$ cat src/rtl/crccfh_pkg.sv
// ----------------------------------------------------------------------------
// crccfh_pkg
// Shared types, codes and the CRC-16/MODBUS byte step for the frame handler.
// ----------------------------------------------------------------------------
`default_nettype none

package crccfh_pkg;

  localparam logic [15:0] CRC_INIT = 16'hFFFF;
  localparam logic [15:0] CRC_POLY = 16'hA001;
  localparam logic [7:0]  STATUS_RESET = 8'b1000_0000;

  // reply kinds
  localparam logic [1:0] KIND_ECHO   = 2'd0;
  localparam logic [1:0] KIND_STATUS = 2'd1;
  localparam logic [1:0] KIND_ERROR  = 2'd2;

  // command codes
  localparam logic [7:0] CMD_BIT_FIRST = 8'h01;
  localparam logic [7:0] CMD_BIT_LAST  = 8'h0E;
  localparam logic [7:0] CMD_S1_CLR7   = 8'h0F;
  localparam logic [7:0] CMD_S1_SET7   = 8'h10;
  localparam logic [7:0] CMD_S2_CLR7   = 8'h11;
  localparam logic [7:0] CMD_S2_SET7   = 8'h12;
  localparam logic [7:0] CMD_QUERY     = 8'h13;
  localparam logic [7:0] CMD_STATUS    = 8'h1E;

  typedef struct packed {
    logic [7:0] start_byte;
    logic [7:0] dest_address;
    logic [7:0] command;
    logic [7:0] data_low;
    logic [7:0] data_high;
    logic [7:0] check_low;
    logic [7:0] check_high;
  } in_item_t;

  typedef struct packed {
    logic [1:0] reply_kind;
    logic [7:0] reply_byte0;
    logic [7:0] reply_byte1;
    logic [7:0] reply_byte2;
    logic [7:0] reply_byte3;
    logic [7:0] reply_byte4;
    logic [7:0] reply_byte5;
    logic [7:0] reply_byte6;
  } out_item_t;

  // One byte through the reflected CRC; the shift chain is linear and folds
  // into an xor tree.
  function automatic logic [15:0] crc_byte(input logic [15:0] crc_in,
                                           input logic [7:0]  b);
    logic [15:0] c;
    c = crc_in ^ {8'h00, b};
    for (int k = 0; k < 8; k++) begin
      if (c[0]) begin
        c = (c >> 1) ^ CRC_POLY;
      end else begin
        c = c >> 1;
      end
    end
    return c;
  endfunction

endpackage

`default_nettype wire

$ cat src/rtl/crccfh_crc_check.sv
// ----------------------------------------------------------------------------
// crccfh_crc_check
// CRC-16/MODBUS over five frame bytes plus a zero byte, compared to the
// received check value.
// ----------------------------------------------------------------------------
`default_nettype none

module crccfh_crc_check
  import crccfh_pkg::*;
(
  input  wire in_item_t frame,
  output logic          crc_ok
);

  logic [15:0] c0, c1, c2, c3, c4, c5;

  always_comb begin
    c0 = crc_byte(CRC_INIT, frame.start_byte);
    c1 = crc_byte(c0, frame.dest_address);
    c2 = crc_byte(c1, frame.command);
    c3 = crc_byte(c2, frame.data_low);
    c4 = crc_byte(c3, frame.data_high);
    c5 = crc_byte(c4, 8'h00);
    crc_ok = (c5 == {frame.check_high, frame.check_low});
  end

endmodule

`default_nettype wire

$ cat config.mk
export PLATFORM = sky130hd
export DESIGN_NAME = crccfh_crc_check
export DESIGN_NICKNAME = d
export VERILOG_FILES = /design/src/rtl/crccfh_pkg.sv /design/src/rtl/crccfh_crc_check.sv
export SDC_FILE = /design/constraint.sdc
export NUM_CORES = 1
export LEC_CHECK = 0
export BUFFER_PORTS_ARGS = -buffer_cell sky130_fd_sc_hd__buf_4
export CORE_UTILIZATION = 49
export DETAILED_ROUTE_END_ITERATION = 16
export PLACE_DENSITY = 0.86
export SETUP_SLACK_MARGIN = 0.05
export SYNTH_ARGS = -nofsm -noshare
export SYNTH_HDL_FRONTEND = slang
export SYNTH_SLANG_ARGS = --single-unit
$ cat constraint.sdc
create_clock -name vclk -period 4.6
set_input_delay 1.15 -clock vclk [all_inputs]
set_output_delay 1.15 -clock vclk [all_outputs]
set_load 0.005 [all_outputs]
==> results of run 1 <==
repair_timing:
action | in CTS
endpoints found under the hold margin | 0
setup endpoints to repair | 1
resized for setup | 16
pin swaps | 13
buffers inserted | 5
stage by stage:
step / TNS (ns) / std cells
after floorplan: 0 / 107
after global placement: -0.1666 / 216
after detailed placement: -0.1869 / 216
after CTS: 0 / 221
layer usage:
metal / overflow / track usage, %
met3: 0 / 49.22
met2: 51 / 100.2
met4: 29 / 94.61
met1: 0 / 74.85
met5: 0 / 0
kinds of logic after synthesis:
kind of cell,Yosys count,synth area share [%]
xor+xnor,86,87.40
simple gates,13,6.531
compound gates,8,6.072
==> flow_metrics.tcl, run 1 <==
set metrics [dict create \
    grt-worst-endpoint "crc_ok" \
    worst_endpoint_kind "primary output" \
    placed_cell_area_sq_mm 0.001742 \
    haltStage "global routing" \
    place.gp.congestion 0.8636 \
    hold_buffers 0 \
    overflow 80 \
    grt_max_degree 5 \
    yosysMostFrequentCell "xnor2_1" \
    fp-row-count 16 \
    synth_seq_area_share_pct 0 \
    status "aborted with a tool error" \
    avgSynthCellArea_sq_um 10.21 \
    yosys.area.top_type "xnor2_1" \
    port-buffer-count 57 \
    post-place-ws_ns -0.1869 \
    io-pin-count 57 \
    synthTopCellsByArea "xnor2_1 (42%), xnor3_1 (21%), xor2_1 (15%), xnor3_2 (4.4%), xnor2_2 (3.0%)" \
    synth_cells 107 \
    start_util_pct 54.02 \
    synth_nets 163 \
    synth.top_cells.by_count "xnor2_1 (52), xor2_1 (19), xnor3_1 (10)" \
    fp.dieH_microns 49.22 \
    track_usage_pct 77.34 \
    yosys.cell_types.count 23 \
    netlist.area_leader.share_pct 41.70 \
    place_hpwl_mm 2.494 \
    synth_area_sq_mm 0.001092 \
    synth_warnings 0 \
    first-error "[ERROR GRT-0232] Routing congestion too high. Check the congestion heatmap in the GUI." \
    die_width_microns 49.22 \
]
==> run 2, diff against run 1 <==
--- a/config.mk
+++ b/config.mk
@@ -6,10 +6,10 @@
 export NUM_CORES = 1
 export LEC_CHECK = 0
 export BUFFER_PORTS_ARGS = -buffer_cell sky130_fd_sc_hd__buf_4
-export CORE_UTILIZATION = 49
+export CORE_AREA = 2 2 63 65
 export DETAILED_ROUTE_END_ITERATION = 16
-export PLACE_DENSITY = 0.86
-export SETUP_SLACK_MARGIN = 0.05
+export DIE_AREA = 0 0 65 67
+export PLACE_DENSITY_LB_ADDON = 0.15
 export SYNTH_ARGS = -nofsm -noshare
 export SYNTH_HDL_FRONTEND = slang
 export SYNTH_SLANG_ARGS = --single-unit
==> run 2 against run 1 <==
The flow now finishes without violations. Area after synthesis stayed put. Synthesized cell count is the same.
==> flow_metrics.tcl, run 2 <==
set metrics [dict create \
    setup_viol 0 \
    hold_buffers 0 \
    overflow 0 \
    wl_per_cell_microns 11.61 \
    synth_nets 163 \
    hp-class "input pin to output pin" \
    synth.top_cells.by_count "xnor2_1 (52), xor2_1 (19), xnor3_1 (10)" \
    die_width_microns 65 \
    peakVddDrop_mv 0.1657 \
    final_cell_mix "buf_4 (89), xnor2_1 (35), xnor2_2 (16), xor2_1 (15), xnor3_1 (9)" \
    drt_iter0_markers 18 \
    grt_pass1_wl_mm 4.788 \
    netlist.area_leader.share_pct 41.70 \
    n_fill_cell 331 \
    synth_cells 107 \
    crit_family "XOR/XNOR gates" \
    fp.dieH_microns 67 \
    port-buffer-count 57 \
    yosysMostFrequentCell "xnor2_1" \
    combinationalPowerShare_pct 100.0 \
    fin_crit_sh_pct 99.96 \
    worstPathMaxFanout 2 \
    place.gp.congestion 0.7627 \
    p_sw_share_pct 37.24 \
    drtPass1Iterations 4 \
    finalPower_uw 546.7 \
    core_sq_mm 0.003606 \
    io-pin-count 57 \
    worstPathCellList "buf_4 > xor2_4 > xnor2_2 > xnor3_1 > xnor3_1 > xnor3_1 > a211o_1 > a2111oi_4 > buf_4" \
    endpoint_kind "output pin" \
    hold_ws_ns 2.703 \
    path_class "input pin to output pin" \
    synth_warnings 0 \
    max_freq_mhz 217.5 \
    die-area_sq_mm 0.004355 \
    status "completed" \
    fp-row-count 22 \
    finalHoldViolations 0 \
    relSlewSlack_pct 72.22 \
    area_delta_synth_final_pct 92.67 \
    cap_violations 0 \
    drt-total-wl_mm 2.892 \
    power_density_mw_per_mm2 259.8 \
    cp_slowest_stage_delay_ns 0.41 \
    grt_pass1_vias 1160 \
    track_usage_pct 13.93 \
    final_common_cell "buf_4" \
    slew_violations 0 \
    place_hpwl_mm 2.553 \
    p_clk_share_pct 0 \
    yosys.area.top_type "xnor2_1" \
    internal-power_uw 343.1 \
    period_needed_ns 4.598 \
    antenna_found_initial 0 \
    insertedDiodeCount 0 \
    crit_buf_inv 2 \
    seq_area_sq_um 0 \
    drive_gt1_share_pct 61.19 \
    avgSynthCellArea_sq_um 10.21 \
    crit_arrival_ns 3.45 \
    cp_slowest_cell "xnor3_1" \
    synth_area_sq_mm 0.001092 \
    crit_path_frequent_cell "xnor3_1" \
    synth_seq_area_share_pct 0 \
    viasPerCell 4.209 \
    p_leak_nw 1.004 \
    detail-route-antenna-nets 0 \
    flops_and_latches 0 \
    cp.required_ns 3.45 \
    start_util_pct 30.29 \
    tightest_slew_ns 0.4128 \
    nets 259 \
    yosys.cell_types.count 23 \
    grt_max_degree 5 \
    rsz0062_at_grt "true" \
    synthTopCellsByArea "xnor2_1 (42%), xnor3_1 (21%), xor2_1 (15%), xnor3_2 (4.4%), xnor2_2 (3.0%)" \
    switching_power_uw 203.6 \
    seq_power_share_pct 0 \
    nClkBuffers 0 \
    vias 1048 \
    drc 0 \
    critPathLaunchType "input pin" \
]
-- run 2: layout make-up --
cell class / instances / area (sq um) / area share, %
repair buffers: 94 / 724.4 / 34.42
well taps: 48 / 60.06 / 2.854
multi-input cells: 107 / 1320 / 62.72
-- run 2: tightest hold or removal path, delay by kind of cell --
family / cells / cell delay, ns
AOI/OAI and AO/OA: 2 / 0.19
buffers and inverters: 2 / 0.21
-- run 2: per-layer routing --
metal	track usage, %	part of all wire [%]
met5	0	0
met4	0	0
met3	0.5068	4.8
met2	29.12	55
met1	16.39	40
-- run 2: timing repair --
| item | in CTS | in global routing |
|---|---|---|
| setup buffers | 8 | 0 |
| pin swaps | 23 | 1 |
| setup endpoints to repair | 1 | 1 |
| gates resized for setup | 31 | 2 |
-- run 2: cell families after synthesis --
kind of cell,Yosys count,synth area share [%]
xor gates and xnor gates,86,87.40
and+or+nand+nor,13,6.531
AOI/OAI and AO/OA,8,6.072
-- run 2: worst paths after layout --
check	depth (start not counted)	slack, ns	startpoint	to
max	9	0.002	frame[38]	crc_ok
min	4	2.70	frame[10]	crc_ok
-- run 2: metrics by stage --
| stage | area [sq um] | utilization (%) | std cells | worst slack (ns) | setup TNS (ns) |
|---|---|---|---|---|---|
| 2_1_floorplan | 1092 | - | 107 | 0.1543 | 0 |
| 3_3_place_gp | 1821 | 50.49 | 244 | -0.2317 | -0.2317 |
| 3_5_place_dp | 1821 | 50.49 | 244 | -0.2834 | -0.2834 |
| 4_1_cts | 2090 | 57.95 | 249 | 0.001499 | 0 |
| 5_1_grt | 2105 | 58.36 | 249 | -0.1441 | -0.1441 |
| 6_report | 2105 | 58.36 | 249 | 0.002039 | 0 |
-- run 2: power groups by stage --
stage | registers (mW) | clock network [mW] | logic (mW)
after floorplan | 0 | 0 | 0.336
after global placement | 0 | 0 | 0.487
after detailed placement | 0 | 0 | 0.493
after CTS | 0 | 0 | 0.545
after global routing | 0 | 0 | 0.593
final | 0 | 0 | 0.547
No activity file was read; power rests on OpenSTA's default activity.
==> run 3, diff against run 2 <==
--- a/config.mk
+++ b/config.mk
@@ -5,10 +5,10 @@
 export SDC_FILE = /design/constraint.sdc
 export NUM_CORES = 1
 export LEC_CHECK = 0
+export ABC_AREA = 1
 export BUFFER_PORTS_ARGS = -buffer_cell sky130_fd_sc_hd__buf_4
-export CORE_AREA = 2 2 63 65
+export CORE_UTILIZATION = 35
 export DETAILED_ROUTE_END_ITERATION = 16
-export DIE_AREA = 0 0 65 67
 export PLACE_DENSITY_LB_ADDON = 0.15
 export SYNTH_ARGS = -nofsm -noshare
 export SYNTH_HDL_FRONTEND = slang
==> run 3 against run 2 <==
Fmax is 4.4% higher. Critical path type unchanged. First-iteration DRC count grew to 3.6 times the previous value. Utilization is 7.1 points lower. Global-route usage is 1.5 points higher. Worst setup slack better by 0.19 ns. Area after synthesis is 82% higher.
==> flow_metrics.tcl, run 3 <==
set metrics [dict create \
    fp.dieH_microns 77.44 \
    path_class "input pin to output pin" \
    grt_pass1_vias 1925 \
    placed_cell_area_sq_mm 0.002499 \
    synth_top_family_by_area "simple AND/OR/NAND/NOR gates" \
    crit_family "simple AND/OR/NAND/NOR gates" \
    yosys.area.top_type "nand2_1" \
    core_sq_mm 0.005507 \
    yosysMostFrequentCell "nand2_1" \
    io-pin-count 57 \
    hp-class "input pin to output pin" \
    worstPathMaxFanout 6 \
    muxShareOfSynthArea_pct 0 \
    port-buffer-count 57 \
    cp.required_ns 3.45 \
    peakVddDrop_mv 0.1149 \
    synth_area_sq_mm 0.001992 \
    crit_path_end "crc_ok" \
    tightest_slew_ns 0.3020 \
    start_util_pct 36.17 \
    synth_cells 394 \
    hold_buffers 0 \
    endpoint_kind "output pin" \
    place.gp.congestion 0.9016 \
    area_delta_synth_final_pct 41.77 \
    synth-simple-area-share_pct 62.69 \
    fin_crit_sh_pct 95.74 \
    p_leak_nw 1.678 \
    synth-xor-area-share_pct 21.92 \
    synth_adder_area_share_pct 0 \
    finalNonFillerCells 527 \
    nClkBuffers 0 \
    critPathLaunchType "input pin" \
    flops_and_latches 0 \
    synth_nets 450 \
    drt_iter0_markers 64 \
    synthTopCellsByArea "nand2_1 (34%), nand3_1 (13%), inv_1 (10%), nand2_2 (8.2%), xor2_1 (7.0%)" \
    relSlewSlack_pct 79.72 \
    period_needed_ns 4.404 \
    synth-compound-area-share_pct 1.508 \
    drc 0 \
    die_width_microns 77.44 \
    fp-row-count 27 \
    antenna_found_initial 0 \
    drtPass1Iterations 4 \
    finalHoldViolations 0 \
    vias 2339 \
    track_usage_pct 15.47 \
    crit_arrival_ns 3.25 \
    worstPathCellList "buf_4 > nand2_1 > nand2_2 > nand2_2 > nand2_4 > xor2_1 > nand2_1 > nand2_4 > xnor2_1 > nand3_2 > nand2_1 > nand2_1 > nand2_2 > inv_1 > nand3_2 > nand2_2 > a21oi_2 > nand3_1 > nor2_1 > buf_4" \
    hold_ws_ns 2.676 \
    dp.cells 522 \
    grt_pass1_wl_mm 7.824 \
    cp_num_cells 20 \
    final_area_sq_mm 0.002824 \
    drive_gt1_share_pct 41.32 \
    overflow 0 \
    avgSynthCellArea_sq_um 5.056 \
    synth_warnings 0 \
    grt_max_degree 8 \
    die-area_sq_mm 0.005997 \
    wl_per_cell_microns 9.446 \
    cp_slowest_cell "xnor2_1" \
    netlist.area_leader.share_pct 33.73 \
    viasPerCell 4.438 \
    place_hpwl_mm 4.238 \
    synth_seq_area_share_pct 0 \
    yosys.cell_types.count 22 \
    crit_buf_inv 3 \
    detail-route-antenna-nets 0 \
    synth.top_cells.by_count "nand2_1 (179), inv_1 (54), nand3_1 (51)" \
    power_density_mw_per_mm2 208.7 \
    cp_slowest_stage_delay_ns 0.30 \
    setup_viol 0 \
    final_cell_mix "nand2_1 (140), buf_4 (61), nand2_2 (55), inv_1 (49), nand3_1 (36)" \
    worstSetupStartpoint "frame[51]" \
    seq_area_sq_um 0 \
    status "completed" \
    final_common_cell "nand2_1" \
    nets 513 \
    insertedDiodeCount 0 \
    max_freq_mhz 227.1 \
    cap_violations 0 \
    slew_violations 0 \
    drt-total-wl_mm 4.978 \
]
run 3: cell count changes after synthesis, sizes merged, moves of 2 or more:
cell	previous run	this run
inv	0	70
and2	2	0
xor2	19	21
nand3	2	55
xnor3	12	0
nor3	2	0
nor2	2	13
xnor2	55	16
nand2	0	209
run 3: layout make-up:
class                           count  area, sq um
Inverter                           70        270.3
Timing Repair Buffer               62        469.2
Tap cell                           72        90.09
Multi-Input combinational cell    323         1994
Fill cell                         583         2683
run 3: per-layer routing:
| metal | vias to the layer above | GRT usage [%] | wire length, microns |
|---|---|---|---|
| li1 | 1303 | - | - |
| met1 | 997 | 20.13 | 2278 |
| met2 | 35 | 28.94 | 2541 |
| met3 | 4 | 0.2353 | 113 |
| met4 | 0 | 1.887 | 45 |
| met5 | - | 0 | 0 |
run 3: stage by stage:
| step | TNS [ns] | util, % | power, mW | worst slack (ns) |
|---|---|---|---|---|
| 3_3_place_gp | 0 | 45.38 | 0.5071 | 0.1615 |
| 2_1_floorplan | 0 | - | 0.4023 | 0.5787 |
| 4_1_cts | 0 | 45.38 | 0.5144 | 0.1056 |
| 5_1_grt | -0.04176 | 51.28 | 0.6637 | -0.04176 |
| 3_5_place_dp | 0 | 45.38 | 0.5131 | 0.1108 |
| 6_report | 0 | 51.28 | 0.5894 | 0.1962 |
run 3: power breakdown:
group	internal (mW)	switching, mW	leakage [nW]
sequential	0	0	0
clock	0	0	0
combinational	0.245	0.345	1.68
total	0.245	0.345	1.68
run 3: worst min-delay path by stage:
stage / startpoint / endpoint / cells past startpoint
after CTS: frame[6] / crc_ok / 5
after global placement: frame[6] / crc_ok / 5
final: frame[6] / crc_ok / 5
after detailed placement: frame[6] / crc_ok / 5
after global routing: frame[6] / crc_ok / 5
after floorplan: frame[6] / crc_ok / 3
run 3: cell families after synthesis:
| family | Yosys count |
|---|---|
| buffers and inverters | 71 |
| xor gates and xnor gates | 37 |
| AOI/OAI and AO/OA | 5 |
| and+or+nand+nor | 281 |
run 3: worst min-delay path: stages:
cell     delay (ns)
buf_4          0.09
a21oi_2        0.05
nand3_1        0.08
nor2_1         0.04
buf_4          0.12
run 3: timing repair:
item,CTS,global route
gates resized for setup,0,80
endpoints found under the setup margin,0,1
buffers inserted,0,5
==> run 4, diff against run 3 <==
--- a/config.mk
+++ b/config.mk
@@ -9,6 +9,7 @@
 export BUFFER_PORTS_ARGS = -buffer_cell sky130_fd_sc_hd__buf_4
 export CORE_UTILIZATION = 35
 export DETAILED_ROUTE_END_ITERATION = 16
+export GPL_TIMING_DRIVEN = 0
 export PLACE_DENSITY_LB_ADDON = 0.15
 export SYNTH_ARGS = -nofsm -noshare
 export SYNTH_HDL_FRONTEND = slang
==> constraint.sdc (replaced) <==
create_clock -name vclk -period 4.7
set_input_delay 1.175 -clock vclk [all_inputs]
set_output_delay 1.175 -clock vclk [all_outputs]
set_load 0.005 [all_outputs]
==> run 4 against run 3 <==
Total power down 9.1%. Combinational power shrank 9.0%. Via count shrank 0.43%. Wire length decreased by 5.0%. Hold slack improved by 0.035 ns. Sequential share of layout area is the same. Clock-buffer cell count stayed put. Non-clock buffer count up 4. Global-route usage increased by 0.30 points. Sequential cell count unchanged. Design area shrank 5.9%. Highest routed layer is now met3.
==> flow_metrics.tcl, run 4 (synthesis gave the netlist of run 3 again) <==
set metrics [dict create \
    final_cell_mix "nand2_1 (164), buf_4 (65), inv_1 (53), nand3_1 (49), nand2_2 (36)" \
    grt_pass1_wl_mm 8.038 \
    final_area_sq_mm 0.002658 \
    flops_and_latches 0 \
    max_freq_mhz 226.4 \
    setup_viol 0 \
    drive_gt1_share_pct 32.03 \
    grt_pass1_vias 1999 \
    hold_ws_ns 2.712 \
    seq_power_share_pct 0 \
    wl_per_cell_microns 8.910 \
    cp.required_ns 3.52 \
    fp.dieH_microns 77.44 \
    cap_violations 0 \
    tightest_slew_ns 0.2960 \
    nClkBuffers 0 \
    p_sw_share_pct 57.79 \
    insertedDiodeCount 0 \
    fin_crit_sh_pct 93.98 \
    place_hpwl_mm 4.251 \
    critPathLaunchType "input pin" \
    track_usage_pct 15.76 \
    die-area_sq_mm 0.005997 \
    hold_buffers 0 \
    placed_cell_area_sq_mm 0.002502 \
    switching_power_uw 309.7 \
    worstPathMaxFanout 4 \
    peakVddDrop_mv 0.1231 \
    combinationalPowerShare_pct 100.0 \
    grt_max_degree 8 \
    status "completed" \
    drt_iter0_markers 49 \
    fp-row-count 27 \
    p_clk_share_pct 0 \
    path_class "input pin to output pin" \
    port-buffer-count 56 \
    place.gp.congestion 0.8293 \
    power_density_mw_per_mm2 201.6 \
    drt-total-wl_mm 4.731 \
    drtPass1Iterations 4 \
    detail-route-antenna-nets 0 \
    vias 2329 \
    final_common_cell "nand2_1" \
    hp-class "input pin to output pin" \
    relSlewSlack_pct 80.13 \
    antenna_found_initial 0 \
    finalHoldViolations 0 \
    core_sq_mm 0.005507 \
    slew_violations 0 \
    nets 517 \
    die_width_microns 77.44 \
    area_delta_synth_final_pct 33.42 \
    start_util_pct 36.17 \
    drc 0 \
    endpoint_kind "output pin" \
    period_needed_ns 4.417 \
    viasPerCell 4.386 \
    io-pin-count 57 \
    seq_area_sq_um 0 \
    internal-power_uw 226.1 \
    crit_arrival_ns 3.24 \
    overflow 0 \
    p_leak_nw 1.648 \
]
run 4: cell count changes in the layout (fill, tap and decap cells not counted), moves of 2 or more:
| cell | before | now |
|---|---|---|
| nand2_2 | 55 | 36 |
| inv_2 | 19 | 16 |
| inv_1 | 49 | 53 |
| nand2_1 | 140 | 164 |
| nand3_1 | 36 | 49 |
| xnor2_4 | 5 | 3 |
| nand2_4 | 14 | 9 |
| buf_4 | 61 | 65 |
| nand3_2 | 19 | 6 |
run 4: area by class of cell:
type	count	area (sq um)
fill	634	2849
multi-input combinational	323	1803
timing repair buffer	65	488.0
inverter	70	265.3
tap	72	90.09
buffer	1	11.26
run 4: stage by stage:
step	instances	power (mW)	setup WS, ns	utilization (%)	setup TNS (ns)
floorplan	394	0.3937	0.6287	-	0
global placement	522	0.4942	0.2508	45.44	0
detailed placement	522	0.5031	0.2036	45.44	0
CTS	522	0.5039	0.2024	45.44	0
global route	531	0.6142	-0.009397	48.26	-0.009397
finish	531	0.5358	0.2828	48.26	0
run 4: per-layer routing:
metal	up-vias	wire length, microns	global-route usage [%]
met5	-	0	0
met2	31	2309	29.65
met4	0	0	0.5660
met3	0	174	1.176
li1	1312	-	-
met1	986	2247	20.34
run 4: final timing paths:
path                      start      to  slack, ns  cells after the start
worst max-delay path  frame[42]  crc_ok       0.28                     24
worst min-delay path   frame[6]  crc_ok       2.71                      5
run 4: power by group through the flow:
stage	Combinational, mW	Clock (mW)	Sequential, mW
2_1_floorplan	0.394	0	0
3_3_place_gp	0.494	0	0
3_5_place_dp	0.503	0	0
4_1_cts	0.504	0	0
5_1_grt	0.614	0	0
6_report	0.536	0	0
run 4: critical path, stage by stage:
cell and delay [ns]:
buf_4 0.13, inv_2 0.05, nand2_1 0.08, nand2_4 0.11, xor2_4 0.19, nand2_1 0.11, nand2_2 0.08, nand2_1 0.06
nand2_2 0.10, inv_2 0.04, nand2_1 0.07, nand3_1 0.09, nand3_1 0.13, nand2_1 0.06, nand2_1 0.05, nand2_1 0.08
inv_1 0.07, nand3_2 0.10, nand3_1 0.12, nand2_1 0.06, nand2_1 0.05, nand2_1 0.04, nor2_1 0.09, buf_4 0.11
run 4: repair_timing:
| item | CTS | global route |
|---|---|---|
| buffers inserted | 0 | 9 |
| setup endpoints to repair | 0 | 1 |
| gates resized for setup | 0 | 25 |
